$ cat src/design/sqrs_sqrt.sv
// ----------------------------------------------------------------------------
// sqrs_sqrt
// pipelined integer square root, one root bit per stage, floor result
// ----------------------------------------------------------------------------
module sqrs_sqrt #(
	parameter int RAD_W  = 66,
	parameter int SIDE_W = 1
) (
	input  logic                  clk,
	input  logic                  arst_n,
	input  logic                  in_valid,
	input  logic [RAD_W-1:0]      in_rad,
	input  logic [SIDE_W-1:0]     in_side,
	output logic                  out_valid,
	output logic [RAD_W/2-1:0]    out_root,
	output logic [SIDE_W-1:0]     out_side
);

	localparam int ROOT_W = RAD_W / 2;
	localparam int REM_W  = ROOT_W + 2;

	logic              v_s    [ROOT_W];
	logic [RAD_W-1:0]  rad_s  [ROOT_W];
	logic [REM_W-1:0]  rem_s  [ROOT_W];
	logic [ROOT_W-1:0] y_s    [ROOT_W];
	logic [SIDE_W-1:0] side_s [ROOT_W];

	for (genvar k = 0; k < ROOT_W; k++) begin : g_stage
		logic              p_v;
		logic [RAD_W-1:0]  p_rad;
		logic [REM_W-1:0]  p_rem;
		logic [ROOT_W-1:0] p_y;
		logic [SIDE_W-1:0] p_side;
		logic [REM_W-1:0]  nr;
		logic [REM_W-1:0]  t;
		logic              ge;

		if (k == 0) begin : g_first
			assign p_v    = in_valid;
			assign p_rad  = in_rad;
			assign p_rem  = '0;
			assign p_y    = '0;
			assign p_side = in_side;
		end else begin : g_next
			assign p_v    = v_s[k-1];
			assign p_rad  = rad_s[k-1];
			assign p_rem  = rem_s[k-1];
			assign p_y    = y_s[k-1];
			assign p_side = side_s[k-1];
		end

		assign nr = {p_rem[REM_W-3:0], p_rad[RAD_W-1 -: 2]};
		assign t  = {p_y, 2'b01};
		assign ge = (nr >= t);

		always_ff @(posedge clk or negedge arst_n) begin
			if (!arst_n) begin
				v_s[k] <= 1'b0;
			end else begin
				v_s[k] <= p_v;
			end
		end

		always_ff @(posedge clk) begin
			rad_s[k]  <= {p_rad[RAD_W-3:0], 2'b00};
			rem_s[k]  <= ge ? (nr - t) : nr;
			y_s[k]    <= {p_y[ROOT_W-2:0], ge};
			side_s[k] <= p_side;
		end
	end

	assign out_valid = v_s[ROOT_W-1];
	assign out_root  = y_s[ROOT_W-1];
	assign out_side  = side_s[ROOT_W-1];

endmodule

$ cat config.mk
export PLATFORM = sky130hd
export DESIGN_NAME = sqrs_sqrt
export DESIGN_NICKNAME = d
export VERILOG_FILES = /design/src/design/sqrs_sqrt.sv
export SDC_FILE = /design/constraint.sdc
export NUM_CORES = 2
export LEC_CHECK = 0
export ABC_CLOCK_PERIOD_IN_PS = 4600
export BUFFER_PORTS_ARGS = -buffer_cell sky130_fd_sc_hd__buf_2
export CORE_MARGIN = 5
export CORE_UTILIZATION = 30
export DETAILED_ROUTE_END_ITERATION = 16
export SLEW_MARGIN = 20
export SYNTH_ARGS = -nofsm -noshare
export SYNTH_HDL_FRONTEND = slang
export SYNTH_MEMORY_MAX_BITS = 65536
export SYNTH_SLANG_ARGS = --single-unit
export TNS_END_PERCENT = 10
$ cat constraint.sdc
create_clock -name clk -period 4.6 [get_ports clk]
set_clock_uncertainty 0.1 [all_clocks]
set_input_delay 0.23 -clock clk [delete_from_list [all_inputs] [get_ports clk]]
set_output_delay 0.23 -clock clk [all_outputs]
set_load 0.01 [all_outputs]
# After elaboration in Yosys (flattened, before gate mapping)
# Memory sizes are Yosys's and may differ from the RTL's.
# Cells that the tools add are included.
[op_classes] magnitude_cmp=33 add_sub_neg=33 n_mux=33
[ops] cell="35-bit 2-to-1 mux" n=33
[ops] cell="35-bit greater-or-equal comparator" n=32
[ops] cell="35-bit subtractor" n=32
[ops] cell="2-bit by 1-bit subtractor with 3-bit output, second input constant" n=1
[ops] cell="2-bit by 1-bit greater-or-equal comparator with 1-bit output, second input constant" n=1
[totals] reg_bits=33 out_inout_bits=35 mem_count=4 ram_bits=4389
[memory_table] name="rad_s" depth=33 word_bits=64 read_ports=32 rd_clocked_by_memory_dff=0 write_ports=33 line_no="23" rtl="logic [RAD_W-1:0] rad_s [ROOT_W];"
[memory_table] name="rem_s" depth=33 word_bits=35 read_ports=32 rd_clocked_by_memory_dff=0 write_ports=33 line_no="24" rtl="logic [REM_W-1:0] rem_s [ROOT_W];"
[memory_table] name="y_s" depth=33 word_bits=33 read_ports=33 rd_clocked_by_memory_dff=0 write_ports=33 line_no="25" rtl="logic [ROOT_W-1:0] y_s [ROOT_W];"
[memory_table] name="side_s" depth=33 word_bits=1 read_ports=33 rd_clocked_by_memory_dff=0 write_ports=33 line_no="26" rtl="logic [SIDE_W-1:0] side_s [ROOT_W];"

# Longest topological paths before layout
# An unclocked memory read counts as a cell.
[logic_depth] ltp_word=3 depth_mapped=15

# Worst setup path after synthesis
# No wires, ideal clock.
[synth_path] kind="register to register" start="mem y_s[7][6] in the netlist's numbering" end="mem rem_s[0][287] in the netlist's numbering" t_arrival_ps=3143 n_path_buf=2 path_stages_with_launch=14 slack_ps=1235 t_required_ps=4378 setup_time_ps=122 synth_period_minus_slack_ps=3365 path_cell_list="dfxtp_1 -> inv_1 -> ha_1 -> a21o_1 -> a2111oi_2 -> nand2b_1 -> or4_1 -> or2_2 -> nor3_2 -> or3b_1 -> buf_2 -> buf_2 -> nor2_1 -> a21oi_1"
[synth_rtl] element="start, declared" line_no="25"
[synth_rtl] element="end, declared" line_no="24"

==> impl_metrics.tcl <==
set metrics [dict create \
    antenna_found_initial 1 \
    cts_resized 0 \
    rsz0062_at_grt "no" \
    cp.depth 12 \
    preCtsSetupSlack_ps 525.1 \
    dp_hpwl_um 148000 \
    num_rows 208 \
    crit_fanout 24 \
    wirelength_um 201200 \
    layout_common_cells "dfxtp_1 (2657), inv_1 (758), nand2_1 (744), o21ai_0 (621), ha_1 (595)" \
    fill_cells 32230 \
    grt_max_degree 58 \
    synth-edff-count 0 \
    ir_drop_uv 411.0 \
    routedWlPerCell_um 13.92 \
    crit_path_start "y_s[27][0]" \
    yosysTopAreaCellShare_pct 54.81 \
    arrival_ps 4780 \
    pwr-share-clk_pct 37.8 \
    fin_nets 10580 \
    via_per_inst 4.451 \
    grt_overflow 0 \
    yosysWarnings 0 \
    hold_path_class "register to register" \
    critPathTopFamily "compound AO/OA/AOI/OAI gates" \
    cap_viol_max_count 0 \
    ys_types 92 \
    period_share_pct 90.58 \
    vias 64360 \
    synthFlopType "dfxtp_1" \
    power_density_nw_per_um2 566.8 \
    p_leak_uw 0.05290 \
    cts_tree "yes" \
    crit_path_end_kind "register" \
    ios 105 \
    r2r_cells 12 \
    clk_latency_ps 890 \
    max_freq_ghz 0.2400 \
    port_buffers 104 \
    grt_usage_pct 11.74 \
    cts.clk_slew.worst_paths_ps 60 \
    grt_pass1_vias 62550 \
    syn_nets 10180 \
    maxSlewViolCount 0 \
    crit_buf_inv 2 \
    ant_nets 0 \
    finalHoldViolations 0 \
    die_h_um 578.7 \
    htreeDepth 5 \
    switching_power_uw 18320 \
    cts_root_buf "clkbuf_16" \
    drive_gt1_share_pct 7.813 \
    synth-seq-cells 2690 \
    worstPathRequired_ps 5210 \
    drtPass1Iterations 5 \
    routabilityCongestion 0.8460 \
    synth_area_per_cell_um2 10.20 \
    status "finished clean" \
    p_sw_share_pct 28.26 \
    tns_ps 0 \
    area.growth.synth_to_final_pct 17.89 \
    drt_iter0_markers 3518 \
    drc 0 \
    slowest_delay_ps 580 \
    die-area_um2 334900 \
    crit_end "rem_s[0][985]" \
    fin_crit_ps 4167 \
    max_slew_margin_pct 31.81 \
    seq_power_share_pct 46.3 \
    p_int_uw 46520 \
    yosysTopAreaCell "dfxtp_1" \
    crit-reg2reg-launch "y_s[27][0]" \
    slowest_stage "o2111a_1" \
    layout_commonest_cell "dfxtp_1" \
    worst_slew_pin_slew_ps 1021 \
    syn_area_um2 97040 \
    die_x_um 578.7 \
    timing.rr.end "rem_s[0][985]" \
    reg2reg_slack_ps 430 \
    ys_async_sr_fraction_pct 1.227 \
    core_um2 321700 \
    numCtsBuffers 297 \
    grt_pass1_wl_um 326600 \
    path_cells "inv_1 > ha_1 > o21a_1 > or4_1 > a221oi_2 > o21bai_1 > a311oi_2 > o31ai_1 > a21oi_1 > o2111a_1 > buf_4 > o21ai_0" \
    setup_slack_ps 433.3 \
    pwr-share-comb_pct 15.9 \
    cts_sinks 2690 \
    initial_core_util_pct 30.17 \
    setup_violations 0 \
    cp-start-kind "register" \
    cts_buffer_depth 4 \
    crit_type "register to register" \
    synth.area.top_cells "dfxtp_1 (55%), ha_1 (7.7%), xor2_1 (3.9%)" \
    synthesis.instances 9515 \
    seq_area_frac_synth_pct 55.66 \
]
[cell families (layout without fill, tap and decap cells)]
| logic type | Yosys count | count (layout) | share of synthesized area (%) |
|---|---|---|---|
| flops | 2690 | 2690 | 55.66 |
| simple gates | 2409 | 2409 | 12.15 |
| compound gates | 1996 | 1996 | 12.76 |
| buf+inv | 952 | 1587 | 3.720 |
| xor+xnor | 806 | 806 | 7.275 |
| fa+ha+maj | 595 | 595 | 7.672 |
| mux | 66 | 66 | 0.7582 |
| other cells | 1 | 5 | 0.003864 |
[flip-flops by register name (all words and copies together), names as in the netlist]
register	flops
y_s	561
rad_s	1056
rem_s	1007
out_valid	1
g_stage.p_v	32
side_s	33
[cells in the mapped netlist, drive strengths merged, types with 152 or more instances]
cell type / instances
dfxtp: 2657
inv: 759
nand2: 744
o21ai: 624
ha: 595
a21oi: 515
nor2: 509
xor2: 427
xnor2: 379
a21o: 266
nor3: 201
clkbuf: 166
nand3: 152
[how the worst min path moves through the flow]
| stage | startpoint | endpoint | slack, ps | depth (start not counted) |
|---|---|---|---|---|
| floorplan | arst_n | g_stage[10].p_v | -170 | 0 |
| global placement | arst_n | out_valid | 210 | 1 |
| detailed placement | rad_s[0][991] | rad_s[0][1057] | 210 | 0 |
| CTS | side_s[14] | side_s[15] | 160 | 0 |
| global route | side_s[14] | side_s[15] | 170 | 0 |
| finish | rad_s[0][730] | rad_s[0][796] | 180 | 0 |
[final cells by class]
type	count	area [um^2]	share of cell area, %
Antenna cell	4	10.01	0.008750
Clock buffer	401	8457	7.393
Clock inverter	134	1858	1.624
Inverter	759	2849	2.490
Multi-Input combinational cell	5873	39470	34.50
Sequential cell	2690	54020	47.22
Tap cell	4305	5386	4.709
Timing Repair Buffer	293	2350	2.054
[per-stage QoR]
stage / utilization [%] / hold slack [ps] / std cells / instance area, um^2 / total power [uW]
floorplan: - / -165.6 / 9515 / 97040 / 37480
global placement: 31.91 / 205.4 / 13780 / 102700 / 40690
detailed placement: 31.91 / 212.1 / 13780 / 102700 / 40740
CTS: 35.56 / 162.8 / 14460 / 114400 / 65890
global route: 35.56 / 170.0 / 14460 / 114400 / 68630
finish: 35.56 / 177.0 / 14460 / 114400 / 64840
[power by group through the flow]
stage          Combinational [uW]  Clock, uW  Sequential, uW
2_1_floorplan                8110          0           29400
3_3_place_gp                10100          0           30600
3_5_place_dp                10200          0           30600
4_1_cts                     10300      25500           30100
5_1_grt                     11700      26400           30500
6_report                    10300      24500           30000
[worst register-to-register path, stage by stage (launching register included)]
cell and delay (ps):
dfxtp_1 320, inv_1 50, ha_1 320, o21a_1 150, or4_1 470, a221oi_2 280
o21bai_1 220, a311oi_2 480, o31ai_1 230, a21oi_1 300, o2111a_1 580, buf_4 370
o21ai_0 140
[layer usage]
metal	part of all wire (%)	wire length [um]	GRT usage [%]
met5	0	0	0
met4	3.1	6225	3.803
met3	4.9	9957	1.939
met2	45	90930	19.43
met1	47	94100	15.60
[what timing repair did]
action,in CTS,in global routing
hold buffers,140,0
buffers inserted,0,0
hold endpoints to repair,102,0
Note: power is estimated with default switching activity, not from simulation.
